## src/rtl/lmpd_mul.sv

```systemverilog
module lmpd_mul (
    input  logic        i_clk,
    input  logic [32:0] i_a,
    input  logic [31:0] i_b,
    output logic [64:0] o_prod
);
    // Register the product of the shared multiplier
    always_ff @(posedge i_clk) begin
        o_prod <= 65'(i_a) * 65'(i_b);
    end
endmodule

```

## config.mk

```make
export PLATFORM = sky130hd
export DESIGN_NAME = lmpd_mul
export DESIGN_NICKNAME = d
export VERILOG_FILES = /design/src/rtl/lmpd_mul.sv
export SDC_FILE = /design/constraint.sdc
export NUM_CORES = 2
export LEC_CHECK = 0
export CAP_MARGIN = 40
export CORE_MARGIN = 5
export CORE_UTILIZATION = 55
export DETAILED_ROUTE_END_ITERATION = 7
export DONT_BUFFER_PORTS = 1
export PLACE_DENSITY = 0.76
export SLEW_MARGIN = 20
export SYNTH_ARGS = -nofsm -noshare
export SYNTH_HDL_FRONTEND = slang
export SYNTH_SLANG_ARGS = --single-unit
```

## constraint.sdc

```tcl
create_clock -name i_clk -period 13.9 [get_ports i_clk]
set_input_delay 2.085 -clock i_clk [delete_from_list [all_inputs] [get_ports i_clk]]
set_output_delay 2.085 -clock i_clk [all_outputs]
set_load 0.02 [all_outputs]
```

==> impl_summary.md <==
Logic synthesis
The synthesis warning total is 0. The combinational family with the most area after synthesis is adder cells. After synthesis the netlist holds a flip-flop and latch count of 65. The synthesized netlist cell count is 3929. The post-synthesis share of cell area spent on and, or, nand and nor gates is 17.20%. The adder-cell share of the synthesized area is 61.44%.

The top cell type by total area after synthesis is sky130_fd_sc_hd__fa_1. In this run the biggest area consumer among cell types represents 52.15% of the synthesized area. After synthesis the cells add up to 35550 um2. Counting distinct cell types in the post-synthesis netlist gives 67. The net count after synthesis is 5185. The count of flip-flops with a built-in enable after synthesis is 0. The most instantiated flip-flop cell in the synthesis netlist is sky130_fd_sc_hd__dfxtp_1. The post-synthesis async set-or-reset flop share is 0%. A synthesized cell averages 9.048 um2. Sorting the synthesized cells by area gives the leading types as sky130_fd_sc_hd__fa_1 52%, sky130_fd_sc_hd__inv_1 9.8%, sky130_fd_sc_hd__ha_1 9.3%, sky130_fd_sc_hd__and2_1 8.6%, sky130_fd_sc_hd__nand2_1 6.7%. The sequential-to-total area share from yosys stat is 3.660%. Of the total synthesized cell area, the portion taken by XOR and XNOR cells is 1.380%. The mux share of post-synthesis cell area is 0.03168%. The post-synthesis compound-gate area fraction is 4.171%.

Worst setup path
STA classifies the critical path endpoint as a register. The critical path is of the in2reg type. Data arrives at the worst endpoint at 9.23 ns.

The required time of the critical path is 14.11 ns. The launching element type of the critical path is an input port. Of all nets on the critical path, the largest fanout is 33.

Layout
The post-route cell area is 36100 um2. The largest registers in the layout are o_prod: 65 flops. The register with the most flip-flops in the final layout is o_prod. The footprint of the multi-input gates is 29940 um2. The growth of design area from synthesis to finish is 1.535%. At the end of the flow, the number of nets in the layout was 4980. The ratio of cells with drive above 1 in the final layout is 0.8852%. The filler cells instantiated in the layout total 5697. Registers take 1301 um2.

The leading cell type in the layout, fill and taps excluded is sky130_fd_sc_hd__inv_1. At the end of the flow the core is filled with cells to 56.20%. The library cells used most frequently in the layout, excluding fill and tap cells, are 930 x sky130_fd_sc_hd__inv_1, 926 x sky130_fd_sc_hd__fa_1, 632 x sky130_fd_sc_hd__nand2_1. The register with the most flip-flops in the layout has 65 of them.

Routing
The starting DRC count in detailed routing is 1833. The number of detailed-route iterations in the first pass is 5. Once detail routing completed, the nets flagged for antenna violations numbered 0. After detailed routing, the number of remaining DRC violations is 0.

Across all layers, the routed design uses 25610 vias. The total length of routed wires is 93840 um. After detailed routing, the number of vias per cell comes to 5.586. After detailed routing, the average wire length per cell comes to 20.47 um.

Hold path
The path class of the tightest hold or removal check is in2reg.

STA
The final-report hold violation count came to 0. Setup repair after global routing left no endpoint under its margin. At the pin with the least slew margin, the transition time is 0.8992 ns.

Measured against its own limit, the worst slew margin works out to 39.78%. The post-route setup TNS is 0 ns. For this run, the top clock speed supported by timing is 0.1109 GHz.

The number of pins with negative max-slew slack in the final report is 0. After layout, the minimum clock period comes to 9.019 ns. The final setup violation count is 0. The post-layout worst setup margin is 4.881 ns. The final critical path takes up 64.89% of the cycle.

Place
The total half-perimeter wirelength after legalization and detailed placement is 73750 um. Port buffering added 0 buffers. The last weighted congestion value of the routability-driven placer is 0.9138.

Summing all placed instances gives a cell area of 35810 um2. Prior to clock tree synthesis, the placed netlist has a worst setup slack of 4.729 ns.

Floorplanning
The starting density of the core is 55.35%. During I/O placement, the number of pins put on the boundary was 131. The overall die area is 69820 um2. The placeable core region is 64230 um2. From bottom edge to top edge, the die measures 264.2 um. Measured along the x axis, the die boundary spans 264.2 um. The floorplan has 93 rows.

CTS
The library cell used as clock root buffer is sky130_fd_sc_hd__clkbuf_16. The number of buffers inserted for hold repair after clock tree synthesis is 0. Post-CTS repair changed the size of 0 cells. TritonCTS built the clock tree. The number of sinks driven by the clock tree is 65. CTS built an H-tree with a depth of 3.

Once the clock tree was built, the setup fixing pass inserted 0 buffers. After clock tree synthesis, the clock-pin slew on the worst setup and hold paths is 0.06 ns. In this run, CTS created clock tree buffers numbering 9. The number of buffers between clock root and the deepest sink is 2.

GRT
Global routing consumed, on the met2 layer, 47.81% of the routing resources. The number of global-route vias before repair came to 28580. Global routing finished with a remaining overflow of 0. The wire length of the first global-routing pass is 152300 um.

met2 is the most crowded layer. For met1 alone, demand over resource in global routing was 33.02%. The number of antenna violations at the first check in global routing is 5. The global-route met3 utilization is 5.421%. In the global route stage, overall resource usage came out at 27.64%. The largest net degree at the start of global routing is 34.

Run
The max-cap violation count is 0.

Run status
The flow ran to the end, and the final reports show no timing, DRC or antenna violations.
==> synthesized netlist by cell type, types with 5 or more instances <==
cell type                    n
sky130_fd_sc_hd__clkbuf_1  213
sky130_fd_sc_hd__nor3_1     12
sky130_fd_sc_hd__and2_1    488
sky130_fd_sc_hd__a21oi_1    79
sky130_fd_sc_hd__xor2_1     23
sky130_fd_sc_hd__a211oi_1    7
sky130_fd_sc_hd__inv_1     930
sky130_fd_sc_hd__nor2b_1     6
sky130_fd_sc_hd__a21o_1     26
sky130_fd_sc_hd__o31ai_1     5
sky130_fd_sc_hd__o21ai_0    33
sky130_fd_sc_hd__and3_1      9
sky130_fd_sc_hd__dfxtp_1    65
sky130_fd_sc_hd__o21bai_1   18
sky130_fd_sc_hd__nor2_1     37
sky130_fd_sc_hd__nand2_1   632
sky130_fd_sc_hd__nand3_1    20
sky130_fd_sc_hd__nand4_1    13
sky130_fd_sc_hd__ha_1      264
sky130_fd_sc_hd__fa_1      926
sky130_fd_sc_hd__a31oi_1     8
sky130_fd_sc_hd__xnor2_1    33
==> logic make-up after synthesis <==
group	after synthesis
adder cells (fa/ha/maj)	1190
AND/OR/NAND/NOR	1246
AO/OA/AOI/OAI	224
buffers and inverters	1147
XOR/XNOR	56
multiplexers	1
flip-flops	65
==> path summary, 6_finish.rpt <==
check	start	cells past startpoint	endpoint	slack (ns)
worst max-delay path	i_b[17]	23	o_prod[61]$_DFF_P_	4.88
worst min-delay path	i_a[0]	1	o_prod[0]$_DFF_P_	1.86
==> layer usage <==
layer,vias up,routed length [um],part of all wire [%]
met2,1171,47130,50
met5,-,27,0.029
met3,304,7459,7.9
met1,13200,33210,35
met4,4,6011,6.4
li1,10920,-,-
==> critical path: stages <==
cell,delay (ns)
sky130_fd_sc_hd__and2_1,0.16
sky130_fd_sc_hd__fa_1,0.53
sky130_fd_sc_hd__inv_1,0.06
sky130_fd_sc_hd__fa_1,0.53
sky130_fd_sc_hd__inv_1,0.05
sky130_fd_sc_hd__fa_1,0.51
sky130_fd_sc_hd__inv_1,0.06
sky130_fd_sc_hd__fa_1,0.53
sky130_fd_sc_hd__inv_1,0.05
sky130_fd_sc_hd__fa_1,0.49
sky130_fd_sc_hd__fa_1,0.44
sky130_fd_sc_hd__fa_1,0.42
sky130_fd_sc_hd__fa_1,0.47
sky130_fd_sc_hd__ha_1,0.38
sky130_fd_sc_hd__a21o_1,0.19
sky130_fd_sc_hd__a21o_1,0.16
sky130_fd_sc_hd__a21oi_1,0.39
sky130_fd_sc_hd__nand2_1,0.10
sky130_fd_sc_hd__a31oi_1,0.68
sky130_fd_sc_hd__o31ai_4,0.22
sky130_fd_sc_hd__a41o_1,0.31
sky130_fd_sc_hd__nor4b_1,0.29
sky130_fd_sc_hd__a311oi_1,0.07
==> metrics by stage <==
step                instances  hold WS [ns]
finish                   4584         1.862
global route             4583         1.846
CTS                      4583         1.852
detailed placement       4568         2.214
global placement         4568         2.212
floorplan                3929         2.212
==> final cells by class <==
| type | count | area share (%) |
|---|---|---|
| clock buffers | 9 | 0.6239 |
| inverters | 930 | 9.671 |
| well taps | 855 | 2.964 |
| diodes | 1 | 0.006933 |
| multi-input cells | 2717 | 82.94 |
| clock inverters | 6 | 0.1664 |
| flip-flops and latches | 65 | 3.605 |
| repair buffers | 1 | 0.02080 |
Power is not shown: default switching activity piles up to over one toggle a cycle in this logic, so the estimate is an artifact.
