## config.mk

```make
export PLATFORM = sky130hd
export DESIGN_NAME = lmpd_apb
export DESIGN_NICKNAME = d
export VERILOG_FILES = /design/src/rtl/lmpd_pkg.sv /design/src/rtl/lmpd_apb.sv
export SDC_FILE = /design/constraint.sdc
export NUM_CORES = 1
export LEC_CHECK = 0
export BUFFER_PORTS_ARGS = -buffer_cell sky130_fd_sc_hd__buf_2
export CORE_MARGIN = 5
export CORE_UTILIZATION = 49
export CTS_BUF_LIST = sky130_fd_sc_hd__clkbuf_8
export DETAILED_ROUTE_END_ITERATION = 12
export GPL_TIMING_DRIVEN = 0
export MAX_ROUTING_LAYER = met4
export PLACE_DENSITY = 0.92
export SLEW_MARGIN = 40
export SYNTH_ARGS = -nofsm -noshare
export SYNTH_HDL_FRONTEND = slang
export SYNTH_SLANG_ARGS = --single-unit
```

## constraint.sdc

```tcl
create_clock -name i_clk -period 1.3 [get_ports i_clk]
set_input_delay 0.13 -clock i_clk [delete_from_list [all_inputs] [get_ports i_clk]]
set_output_delay 0.13 -clock i_clk [all_outputs]
set_load 0.1 [all_outputs]
```

## src/rtl/lmpd_pkg.sv

```systemverilog
package lmpd_pkg;

    localparam int MAX_SAMPLES = 1024;
    localparam int ADDR_W      = $clog2(MAX_SAMPLES);
    localparam int CNT_W       = $clog2(MAX_SAMPLES + 1);

    localparam int X_W    = 32;
    localparam int CEIL_W = 7;
    localparam int STEP_W = 20;
    localparam int SCNT_W = 11;
    localparam int GAP_W  = 32;
    localparam int PADDR_W = 4;

    localparam logic [X_W-1:0] X_HALF = 32'h8000_0000;

    localparam logic [CEIL_W-1:0] CEIL_RST = 7'd64;
    localparam logic [STEP_W-1:0] STEP_RST = 20'd20000;
    localparam logic [SCNT_W-1:0] SCNT_RST = 11'd1024;
    localparam logic [GAP_W-1:0]  GAP_RST  = 32'd429497;

    typedef enum logic [1:0] {
        REG_PERIOD_CEILING = 2'd0,
        REG_SETTLE_STEPS   = 2'd1,
        REG_SAMPLE_COUNT   = 2'd2,
        REG_CLUSTER_GAP    = 2'd3
    } t_reg_idx;

    typedef struct packed {
        logic [CEIL_W-1:0] period_ceiling;
        logic [STEP_W-1:0] settle_steps;
        logic [SCNT_W-1:0] sample_count;
        logic [GAP_W-1:0]  cluster_gap;
    } t_cfg;

    typedef enum logic [3:0] {
        ST_IDLE,
        ST_STEP_CHK,
        ST_MUL_A,
        ST_MUL_B,
        ST_MUL_C,
        ST_INS_CHK,
        ST_INS_CMP,
        ST_CNT_RD,
        ST_CNT_TAKE,
        ST_OUT
    } t_state;

endpackage

```

## src/rtl/lmpd_apb.sv

```systemverilog
module lmpd_apb (
    input  logic                          i_clk,
    input  logic                          i_rst_n,
    input  logic                          psel,
    input  logic                          penable,
    input  logic                          pwrite,
    input  logic [lmpd_pkg::PADDR_W-1:0]  paddr,
    input  logic [31:0]                   pwdata,
    output logic [31:0]                   prdata,
    output logic                          pready,
    output lmpd_pkg::t_cfg                o_cfg
);
    import lmpd_pkg::*;

    t_cfg     r_cfg;
    t_reg_idx w_idx;
    logic     w_wr;

    assign w_idx  = t_reg_idx'(paddr[3:2]);
    assign w_wr   = psel && penable && pwrite;
    assign pready = 1'b1;
    assign o_cfg  = r_cfg;

    // Update the addressed register on the access cycle
    always_ff @(posedge i_clk) begin
        if (!i_rst_n) begin
            r_cfg.period_ceiling <= CEIL_RST;
            r_cfg.settle_steps   <= STEP_RST;
            r_cfg.sample_count   <= SCNT_RST;
            r_cfg.cluster_gap    <= GAP_RST;
        end else if (w_wr) begin
            case (w_idx)
                REG_PERIOD_CEILING: r_cfg.period_ceiling <= pwdata[CEIL_W-1:0];
                REG_SETTLE_STEPS:   r_cfg.settle_steps   <= pwdata[STEP_W-1:0];
                REG_SAMPLE_COUNT:   r_cfg.sample_count   <= pwdata[SCNT_W-1:0];
                REG_CLUSTER_GAP:    r_cfg.cluster_gap    <= pwdata[GAP_W-1:0];
                default: ;
            endcase
        end
    end

    // Return the addressed register
    always_comb begin
        case (w_idx)
            REG_PERIOD_CEILING: prdata = 32'(r_cfg.period_ceiling);
            REG_SETTLE_STEPS:   prdata = 32'(r_cfg.settle_steps);
            REG_SAMPLE_COUNT:   prdata = 32'(r_cfg.sample_count);
            REG_CLUSTER_GAP:    prdata = r_cfg.cluster_gap;
            default:            prdata = '0;
        endcase
    end
endmodule

```

==> impl_metrics.tcl, run 1 <==
set metrics [dict create \
    power_mw 5.14 \
    cts_made_buffers 9 \
    final.setup.tns_ns -2.24 \
    final-max-slew-violation-count 0 \
    layout.cells.most_common_list "sky130_fd_sc_hd__buf_2, sky130_fd_sc_hd__nand2_1, sky130_fd_sc_hd__mux2i_1, sky130_fd_sc_hd__dfxtp_4, sky130_fd_sc_hd__buf_6" \
    fp.dieH_um 91.9 \
    critPathLaunchType "flip-flop" \
    power.density_cell_area_nw_per_um2 994 \
    finalWeightedCongestion 0.792 \
    ys.warnings.count 0 \
    leakage_nw 2.33 \
    synthesis.area_um2 3290 \
    tritoncts "built" \
    cts_root_buffer "sky130_fd_sc_hd__clkbuf_8" \
    post-synth-top-area-cell "sky130_fd_sc_hd__dfxtp_1" \
    final_min_period_over_clock_period 1.17 \
    syn-instance-count 342 \
    finalWorstPathRequiredPeriod_ns 1.52 \
    postCtsHoldBufs 0 \
    via_count_of_the_first_global_routing_pass 3364 \
    crit_fanout 3 \
    fmax_ghz 0.659 \
    worst_slack_ns -0.217 \
    drt_iter0_drc 142 \
    vias 3209 \
    finalHoldViolCount 0 \
    routed_via_density 5.54 \
    crit_type "flip-flop to primary output" \
    ant_nets 0 \
    synth.lib_cells_used.distinct 27 \
    worstMarginPinSlew_ns 0.679 \
    clock_tree.htree_level_count 3 \
    vdd_drop_max_mv 0.756 \
    endpoint_kind "primary output" \
    post_synth.cell_area_avg_um2 9.61 \
    global_route.usage.total 0.271 \
    place.detailed.hpwl_um 7750 \
    die_x_um 91.9 \
    core_um2 6420 \
    number_of_antenna_repair_diodes 0 \
    clock_insertion_delay_worst_skew_ns 0.35 \
    global_route_wire_length_before_repair_um 17300 \
    fp.dieArea_um2 8440 \
    first_pass_iters 4 \
    utilization 0.805 \
    num-fill-cells 385 \
    route.detailed.drc 0 \
    postSynthRegisterBits 70 \
    synth_top_area_share 0.427 \
    number_of_input_and_output_port_buffers_inserted 138 \
    synth.area.top_cells "sky130_fd_sc_hd__dfxtp_1, sky130_fd_sc_hd__mux2i_1, sky130_fd_sc_hd__nand2_1, sky130_fd_sc_hd__mux4_2, sky130_fd_sc_hd__o211ai_1" \
    whs_ns 0.00935 \
    largest_register_ff_count 70 \
    worstPathArrival_ns 1.39 \
    grt_overflow 0 \
    placement_rows 29 \
    mostFrequentLayoutCell "sky130_fd_sc_hd__buf_2" \
    clock_pin_slew_on_the_worst_setup_and_hold_paths_ns 0.07 \
    largest_net_degree_at_the_start_of_global_routing 13 \
    wl_per_cell_um 19.3 \
    hp-class "input port to flip-flop" \
    setup_viol_count_final 11 \
    violations "setup timing" \
    layout-area-overhead-vs-synth_pct 57.4 \
    outcome "finished, violations left" \
    relative_slew_margins 0.547 \
    synth.yosys.seq_area_share 0.427 \
    cts_max_path_buffers 2 \
    cap_viol_max_count 0 \
    dpl_worst_slack_ns -0.370 \
    rsz0062_at_grt "yes" \
    start_util 0.512 \
    design.final.nets 538 \
    detail_route.wirelength_um 11200 \
    cts_sinks 70 \
    drive_gt1_frac 0.600 \
    finClkSkew_ns 0 \
    cp_data_required_time_ns 1.17 \
    design.portCount 144 \
    syn-num-nets 383 \
    grt_antenna_before_repair 0 \
]
[kinds of logic (layout without fill, tap and decap cells)]
| family | after synthesis | after routing | share of synthesized area |
|---|---|---|---|
| AOI/OAI and AO/OA | 32 | 32 | 0.0647 |
| and+or+nand+nor | 121 | 121 | 0.177 |
| other | 1 | 1 | 0.00114 |
| DFF | 70 | 70 | 0.427 |
| buffers and inverters | 44 | 204 | 0.0773 |
| muxes | 74 | 74 | 0.254 |
[critical path, stage by stage, from the launching register on]
cell and delay (ns):
sky130_fd_sc_hd__dfxtp_4 0.35, sky130_fd_sc_hd__mux4_2 0.48, sky130_fd_sc_hd__buf_6 0.20
[synth_stat cells]
library cell,count
sky130_fd_sc_hd__buf_4,3
sky130_fd_sc_hd__and2_4,1
sky130_fd_sc_hd__buf_8,1
sky130_fd_sc_hd__conb_1,1
sky130_fd_sc_hd__o21ai_0,11
sky130_fd_sc_hd__nand2b_1,1
sky130_fd_sc_hd__nand3b_1,1
sky130_fd_sc_hd__mux4_2,7
sky130_fd_sc_hd__buf_12,1
sky130_fd_sc_hd__dfxtp_1,70
sky130_fd_sc_hd__mux2i_1,63
sky130_fd_sc_hd__nor2_4,1
sky130_fd_sc_hd__mux2_2,4
sky130_fd_sc_hd__nand3_4,1
sky130_fd_sc_hd__buf_6,5
sky130_fd_sc_hd__clkbuf_1,9
sky130_fd_sc_hd__nand2_1,83
sky130_fd_sc_hd__nor2b_4,1
sky130_fd_sc_hd__nor3_4,1
sky130_fd_sc_hd__a21oi_1,2
sky130_fd_sc_hd__nand3_1,5
sky130_fd_sc_hd__o211ai_1,15
sky130_fd_sc_hd__buf_2,10
sky130_fd_sc_hd__inv_1,15
sky130_fd_sc_hd__a22o_1,4
sky130_fd_sc_hd__nor2b_1,13
sky130_fd_sc_hd__and3_1,13
[worst paths after layout]
kind                   start   endpoint  slack, ns  cells after the start
setup / recovery    o_cfg[5]  prdata[5]      -0.22                      2
setup reg to reg    o_cfg[7]   o_cfg[7]       0.51                      3
hold reg to reg    o_cfg[29]  o_cfg[29]       0.47                      2
hold / removal    pwdata[29]  o_cfg[29]      0.009                      3
[routing by layer]
layer / GRT usage / part of all wire / vias to the layer above
met5: - / 0 / -
met3: 0.0499 / 0.066 / 21
met2: 0.471 / 0.52 / 129
li1: - / - / 1492
met4: 0.132 / 0.022 / 0
met1: 0.299 / 0.39 / 1567
[repair_timing]
action                     CTS  global route
setup endpoints to repair   32            32
pin swaps                    0             0
gates resized for setup     84            21
setup buffers                5             1
[metrics by stage]
stage / area [µm²] / cells
floorplan: 3770 / 342
global route: 5170 / 579
detailed placement: 4560 / 557
global placement: 4560 / 557
finish: 5170 / 579
CTS: 5080 / 578
[report_power, final]
group	leakage, nW	switching, mW	internal [mW]
Combinational	1.62	0.783	0.337
Sequential	0.601	0.0293	2.08
Clock	0.103	0.846	1.07
Total	2.33	1.66	3.48
[area by class of cell]
class / instances / area, µm² / area share
flip-flops and latches: 70 / 1620 / 0.314
inverters: 15 / 56.3 / 0.0109
plain buffers: 29 / 235 / 0.0455
repair buffers: 144 / 1030 / 0.199
multi-input cells: 228 / 1920 / 0.371
well taps: 77 / 96.3 / 0.0186
clock buffers: 9 / 124 / 0.0239
clock inverters: 7 / 88.8 / 0.0172
No activity file was read; power rests on OpenSTA's default activity.
==> run 2, diff against run 1 <==
--- a/config.mk
+++ b/config.mk
@@ -10,7 +10,6 @@
 export CORE_UTILIZATION = 49
 export CTS_BUF_LIST = sky130_fd_sc_hd__clkbuf_8
 export DETAILED_ROUTE_END_ITERATION = 12
-export GPL_TIMING_DRIVEN = 0
 export MAX_ROUTING_LAYER = met4
 export PLACE_DENSITY = 0.92
 export SLEW_MARGIN = 40
==> run 2 against run 1 <==
The run still ends with setup timing left. Wire length decreased by 3.5%. Critical path depth unchanged. Count of clock-buffer cells in the layout unchanged. Global-route usage decreased by 0.66 points. Total power decreased by 4.7%. Non-clock buffer count increased by 4. First-iteration DRC count decreased by 39%. Sequential power about the same. Clock skew unchanged. Setup slack improved by 0.016 ns.
==> impl_metrics.tcl, run 2 (synthesis results as in run 1) <==
set metrics [dict create \
    outcome "finished, violations left" \
    violations "setup timing" \
    global_route.peak_usage_layer "met2" \
    first_pass_iters 4 \
    core_um2 6420 \
    hp-class "input port to flip-flop" \
    vdd_drop_max_mv 0.593 \
    use_met1 0.286 \
    relative_slew_margins 0.662 \
    postCtsHoldBufs 0 \
    drt_iter0_drc 87 \
    clock_insertion_delay_worst_skew_ns 0.33 \
    finalHoldViolCount 0 \
    finalWeightedCongestion 0.752 \
    placement_rows 29 \
    postPlaceCellArea_um2 5050 \
    multi_input_comb_area_um2 1910 \
    power.density_cell_area_nw_per_um2 902 \
    grt_antenna_before_repair 0 \
    tritoncts "built" \
    crit_fanout 3 \
    ant_nets 0 \
    num-fill-cells 333 \
    cap_viol_max_count 0 \
    routed_via_density 5.47 \
    fp.dieArea_um2 8440 \
    critical_path.cell_chain "mux4_2 > buf_6" \
    design.final.nets 542 \
    layout-area-overhead-vs-synth_pct 65.4 \
    number_of_antenna_repair_diodes 0 \
    setup_viol_count_final 11 \
    mostFrequentLayoutCell "sky130_fd_sc_hd__buf_2" \
    finClkSkew_ns 0 \
    fmax_ghz 0.666 \
    sequential_cell_area_um2 1620 \
    endpoint_kind "primary output" \
    worstMarginPinSlew_ns 0.511 \
    dpl.cell_count 559 \
    critical_path.top_delay_family "multiplexers" \
    timing.critical_path.slowest_cell_delay_ns 0.48 \
    critical_path_buf_inv_count 1 \
    cp_data_required_time_ns 1.17 \
    clock_tree.htree_level_count 3 \
    cts_root_buffer "sky130_fd_sc_hd__clkbuf_8" \
    largest_net_degree_at_the_start_of_global_routing 62 \
    grt_overflow 0 \
    setup_slack_of_the_most_critical_reg_to_reg_path_ns 0.53 \
    layout.cells.most_common_list "sky130_fd_sc_hd__buf_2, sky130_fd_sc_hd__nand2_1, sky130_fd_sc_hd__mux2i_1, sky130_fd_sc_hd__dfxtp_4, sky130_fd_sc_hd__buf_12" \
    cts_max_path_buffers 2 \
    met3_resource_use_gr 0.0573 \
    rsz0062_at_grt "yes" \
    worst_slack_ns -0.201 \
    route.detailed.drc 0 \
    via_count_of_the_first_global_routing_pass 3309 \
    wl_per_cell_um 18.5 \
    die_x_um 91.9 \
    start_util 0.512 \
    place.detailed.hpwl_um 7790 \
    critical_path.slowest_cell "sky130_fd_sc_hd__mux4_2" \
    final.setup.tns_ns -2.01 \
    final-max-slew-violation-count 0 \
    critPathLaunchType "flip-flop" \
    clock_pin_slew_on_the_worst_setup_and_hold_paths_ns 0.07 \
    postLayoutCellArea_um2 5430 \
    drive_gt1_frac 0.611 \
    number_of_input_and_output_port_buffers_inserted 140 \
    global_route.usage.total 0.265 \
    layoutNonFillerInstCount 583 \
    design.portCount 144 \
    worstPathArrival_ns 1.37 \
    global_route_wire_length_before_repair_um 17000 \
    largest_register_ff_count 70 \
    fp.dieH_um 91.9 \
    grtUsageMet2 0.457 \
    vias 3188 \
    crit_type "flip-flop to primary output" \
    final_min_period_over_clock_period 1.15 \
    detail_route.wirelength_um 10800 \
    leakage_nw 2.43 \
    cts_sinks 70 \
    cts_made_buffers 9 \
    finalWorstPathRequiredPeriod_ns 1.50 \
]
[run 2: cell count changes in the layout (fill, tap and decap cells not counted), sizes merged]
cell / previous run / this run
clkinvlp: 2 / 1
clkbuf: 26 / 15
inv: 15 / 17
buf: 156 / 171
bufinv: 2 / 1
[run 2: metal layers]
metal / wire length (µm) / vias to the layer above
met2: 5630 / 150
li1: - / 1490
met1: 3990 / 1507
met4: 476 / 0
met5: 0 / -
met3: 669 / 41
[run 2: final timing paths]
path              startpoint         to  cells after the start
hold reg to reg    o_cfg[31]  o_cfg[31]                      2
setup / recovery    o_cfg[5]  prdata[5]                      2
setup reg to reg    o_cfg[7]   o_cfg[7]                      3
hold / removal    pwdata[29]  o_cfg[29]                      3
[run 2: worst register-to-register path: stages (launching register included)]
cell                       delay [ns]
sky130_fd_sc_hd__dfxtp_4         0.34
sky130_fd_sc_hd__buf_4           0.13
sky130_fd_sc_hd__o21ai_0         0.07
sky130_fd_sc_hd__o211ai_1        0.11
[run 2: cell type report]
type,count,area share
clock buffers,9,0.0228
clock inverters,7,0.0106
inverters,15,0.0104
multi-input cells,228,0.352
flip-flops and latches,70,0.299
well taps,77,0.0177
repair buffers,177,0.288
[run 2: what timing repair did]
item	CTS	global route
pin swaps	0	1
gates cloned	0	0
setup endpoints to repair	17	21
resized for setup	28	11
hold endpoints to repair	0	0
buffers inserted	7	1
[run 2: stage by stage]
stage           util  power, mW  hold slack, ns  worst slack (ns)
3_5_place_dp   0.787       3.26           0.375            -0.135
5_1_grt        0.846       5.07          0.0208            -0.238
6_report       0.846       4.90          0.0264            -0.201
3_3_place_gp   0.787       3.24           0.371           -0.0769
4_1_cts        0.838       4.91          0.0176            -0.212
2_1_floorplan      -       2.96           0.262           -0.0428
[run 2: where the power goes]
group | switching (mW) | total (mW) | internal (mW) | leakage (nW)
logic | 0.774 | 1.16 | 0.382 | 1.73
registers | 0.0292 | 2.11 | 2.08 | 0.601
clock network | 0.776 | 1.63 | 0.856 | 0.0967
total | 1.58 | 4.90 | 3.32 | 2.43
==> run 3, diff against run 2 <==
==> constraint.sdc (replaced) <==
create_clock -name i_clk -period 1.3 [get_ports i_clk]
set_input_delay 0.26 -clock i_clk [delete_from_list [all_inputs] [get_ports i_clk]]
set_output_delay 0.26 -clock i_clk [all_outputs]
set_load 0.1 [all_outputs]
==> run 3 against run 2 <==
The flow now stops in clock tree synthesis (4_1_cts). Synthesized cell count is the same. Area after synthesis unchanged.
==> impl_metrics.tcl, run 3 <==
set metrics [dict create \
    ys.warnings.count 0 \
    synth.area.top_cells "sky130_fd_sc_hd__dfxtp_1, sky130_fd_sc_hd__mux2i_1, sky130_fd_sc_hd__nand2_1, sky130_fd_sc_hd__mux4_2, sky130_fd_sc_hd__o211ai_1" \
    postSynthRegisterBits 70 \
    die_x_um 91.9 \
    stop_stage "clock tree synthesis (4_1_cts)" \
    design.portCount 144 \
    synth_top_area_share 0.427 \
    async_flop_share 0 \
    number_of_input_and_output_port_buffers_inserted 140 \
    cts_made_buffers 9 \
    post_synth_most_frequent_cells "sky130_fd_sc_hd__nand2_1, sky130_fd_sc_hd__dfxtp_1, sky130_fd_sc_hd__mux2i_1, sky130_fd_sc_hd__inv_1, sky130_fd_sc_hd__o211ai_1" \
    place.detailed.hpwl_um 11700 \
    synth.yosys.seq_area_share 0.427 \
    syn-num-nets 383 \
    postPlaceCellArea_um2 6270 \
    cts_root_buffer "sky130_fd_sc_hd__clkbuf_8" \
    outcome "aborted with a tool error" \
    synthMostInstantiatedCell "sky130_fd_sc_hd__nand2_1" \
    synth-edff-count 0 \
    placement_rows 29 \
    post-synth-top-area-cell "sky130_fd_sc_hd__dfxtp_1" \
    fp.dieH_um 91.9 \
    synthesis.area_um2 3290 \
    cts_sinks 70 \
    clock_tree.htree_level_count 3 \
    syn-instance-count 342 \
    finalWeightedCongestion 0.835 \
    error "[ERROR DPL-0038] Utilization greater than 100%, impossible to legalize" \
    post_synth.cell_area_avg_um2 9.61 \
    ys_dominant_reg_cell "sky130_fd_sc_hd__dfxtp_1" \
    start_util 0.512 \
    cts_max_path_buffers 2 \
    synth.lib_cells_used.distinct 27 \
]
run 3: cell counts after synthesis:
Identical to the previous run, type by type.
run 3: cells by family after synthesis:
family,after synthesis,share of synthesized area
AOI/OAI and AO/OA,32,0.0647
buffers and inverters,44,0.0773
DFF,70,0.427
muxes,74,0.254
other,1,0.00114
and+or+nand+nor,121,0.177
run 3: metrics by stage:
stage          cells  utilization  setup slack (ns)  TNS (ns)
2_1_floorplan    342            -            -0.248     -3.87
3_3_place_gp     586        0.977            -0.275    -14.33
3_5_place_dp     586        0.977            -0.434    -22.56
==> run 4, diff against run 3 <==
--- a/config.mk
+++ b/config.mk
@@ -7,11 +7,9 @@
 export LEC_CHECK = 0
 export BUFFER_PORTS_ARGS = -buffer_cell sky130_fd_sc_hd__buf_2
 export CORE_MARGIN = 5
-export CORE_UTILIZATION = 49
-export CTS_BUF_LIST = sky130_fd_sc_hd__clkbuf_8
+export CORE_UTILIZATION = 40
 export DETAILED_ROUTE_END_ITERATION = 12
-export MAX_ROUTING_LAYER = met4
-export PLACE_DENSITY = 0.92
+export PLACE_DENSITY_LB_ADDON = 0.15
 export SLEW_MARGIN = 40
 export SYNTH_ARGS = -nofsm -noshare
 export SYNTH_HDL_FRONTEND = slang
==> run 4 against run 3 <==
The flow now finishes, with violations (setup timing).
==> impl_metrics.tcl, run 4 (synthesis results as in run 1) <==
set metrics [dict create \
    mostFrequentLayoutCell "sky130_fd_sc_hd__buf_12" \
    power_mw 5.35 \
    worst_slack_ns -0.329 \
    route.detailed.drc 0 \
    global_route.usage.total 0.240 \
    fp.dieH_um 101 \
    critical_path_buf_inv_count 1 \
    start_util 0.406 \
    finalWeightedCongestion 0.799 \
    final.setup.tns_ns -4.84 \
    number_of_antenna_repair_diodes 0 \
    die_x_um 101 \
    finalWorstPathRequiredPeriod_ns 1.63 \
    worst_hold_startpoint "pwdata[22]" \
    largest_register_ff_count 70 \
    netSwitchingPower_mw 1.62 \
    detail_route.wirelength_um 12100 \
    power.switching_fraction 0.303 \
    cts_root_buffer "sky130_fd_sc_hd__clkbuf_8" \
    via_count_of_the_first_global_routing_pass 3731 \
    postLayoutCellArea_um2 6940 \
    layout.cells.most_common_list "sky130_fd_sc_hd__buf_12, sky130_fd_sc_hd__nand2_1, sky130_fd_sc_hd__dfxtp_4" \
    outcome "finished, violations left" \
    design.portCount 144 \
    num-fill-cells 377 \
    place.detailed.hpwl_um 8570 \
    hold_depth 3 \
    tritoncts "built" \
    cap_viol_max_count 0 \
    setup_slack_of_the_most_critical_reg_to_reg_path_ns 0.48 \
    clock_pin_slew_on_the_worst_setup_and_hold_paths_ns 0.07 \
    wl_per_cell_um 18.6 \
    finClkSkew_ns 0 \
    utilization 0.857 \
    power.density_cell_area_nw_per_um2 771 \
    drt_iter0_drc 87 \
    power.share.sequential 0.391 \
    cellInternalPower_mw 3.73 \
    dpl.cell_count 614 \
    setup_viol_count_final 32 \
    p_comb_frac 0.250 \
    hp-class "input port to flip-flop" \
    leakage_nw 2.98 \
    endpoint_kind "primary output" \
    timing.critical_path.slowest_cell_delay_ns 0.51 \
    fraction_of_power_consumed_by_the_clock_network 0.358 \
    global_route_wire_length_before_repair_um 19200 \
    postPlaceCellArea_um2 6280 \
    critPathLaunchType "flip-flop" \
    grt_antenna_before_repair 0 \
    crit-reg2reg-capture "o_cfg[10]" \
    postCtsHoldBufs 0 \
    final-max-slew-violation-count 0 \
    largest_net_degree_at_the_start_of_global_routing 52 \
    fmax_ghz 0.614 \
    crit_type "flip-flop to primary output" \
    dpl_worst_slack_ns -0.323 \
    whs_ns 0.163 \
    layoutNonFillerInstCount 652 \
    ant_nets 0 \
    placement_rows 33 \
    critical_path.top_delay_family "multiplexers" \
    finalHoldViolCount 0 \
    cp_data_required_time_ns 1.04 \
    cts_sinks 70 \
    rr_worst_depth 3 \
    fp.dieArea_um2 10100 \
    final_min_period_over_clock_period 1.25 \
    crit_fanout 2 \
    design.final.nets 583 \
    routed_via_density 5.15 \
    drive_gt1_frac 0.642 \
    min_delay_worst_endpoint "o_cfg[22]" \
    worstPathArrival_ns 1.37 \
    layout-area-overhead-vs-synth_pct 111 \
    cts_max_path_buffers 2 \
    core_um2 8090 \
    clock_insertion_delay_worst_skew_ns 0.33 \
    number_of_input_and_output_port_buffers_inserted 140 \
    critical_path.slowest_cell "sky130_fd_sc_hd__mux4_2" \
    cts_made_buffers 9 \
    vdd_drop_max_mv 0.536 \
    first_pass_iters 4 \
    vias 3361 \
    reg2reg_from "o_cfg[10]" \
    clock_tree.htree_level_count 3 \
    grt_overflow 0 \
    critical_path.cell_chain "mux4_2 > buf_12" \
    violations "setup timing" \
    rsz0062_at_grt "yes" \
]
[run 4: repair_timing]
item | in CTS | in global routing
gates cloned | 1 | 0
resized for setup | 48 | 9
setup endpoints to repair | 32 | 33
pin swaps | 12 | 1
setup buffers | 20 | 1
[run 4: cell type report]
class | instances | area [µm²] | share of cell area
multi-input cells | 228 | 1920 | 0.277
flip-flops and latches | 70 | 1650 | 0.238
clock buffers | 13 | 149 | 0.0215
well taps | 105 | 131 | 0.0189
repair buffers | 218 | 2960 | 0.427
clock inverters | 3 | 67.6 | 0.00974
inverters | 15 | 56.3 | 0.00811
[run 4: worst max path at each step]
stage               startpoint         end  slack (ns)  cells after the start
floorplan             paddr[3]   prdata[1]       -0.25                      3
global placement      paddr[3]   prdata[5]       -0.27                      4
detailed placement    paddr[3]  prdata[19]       -0.32                      6
CTS                   o_cfg[5]   prdata[5]       -0.35                      2
global route          o_cfg[3]   prdata[3]       -0.37                      2
finish                o_cfg[2]   prdata[2]       -0.33                      2
[run 4: worst reg2reg max path, stage by stage (launching register included)]
cell	delay [ns]
sky130_fd_sc_hd__dfxtp_4	0.34
sky130_fd_sc_hd__buf_4	0.14
sky130_fd_sc_hd__o21ai_0	0.07
sky130_fd_sc_hd__o211ai_1	0.13
[run 4: layer usage]
metal  wire length (µm)  track usage
met3                784       0.0664
met5                  0            0
met1               4560        0.269
met4                230       0.0767
met2               6530        0.436
[run 4: power groups by stage]
| stage | Sequential, mW | Clock [mW] | Combinational [mW] |
|---|---|---|---|
| finish | 2.09 | 1.92 | 1.34 |
| global route | 2.10 | 2.05 | 1.39 |
| CTS | 2.09 | 1.97 | 1.32 |
| detailed placement | 2.14 | 0 | 1.22 |
| global placement | 2.14 | 0 | 1.20 |
| floorplan | 2.37 | 0 | 0.566 |
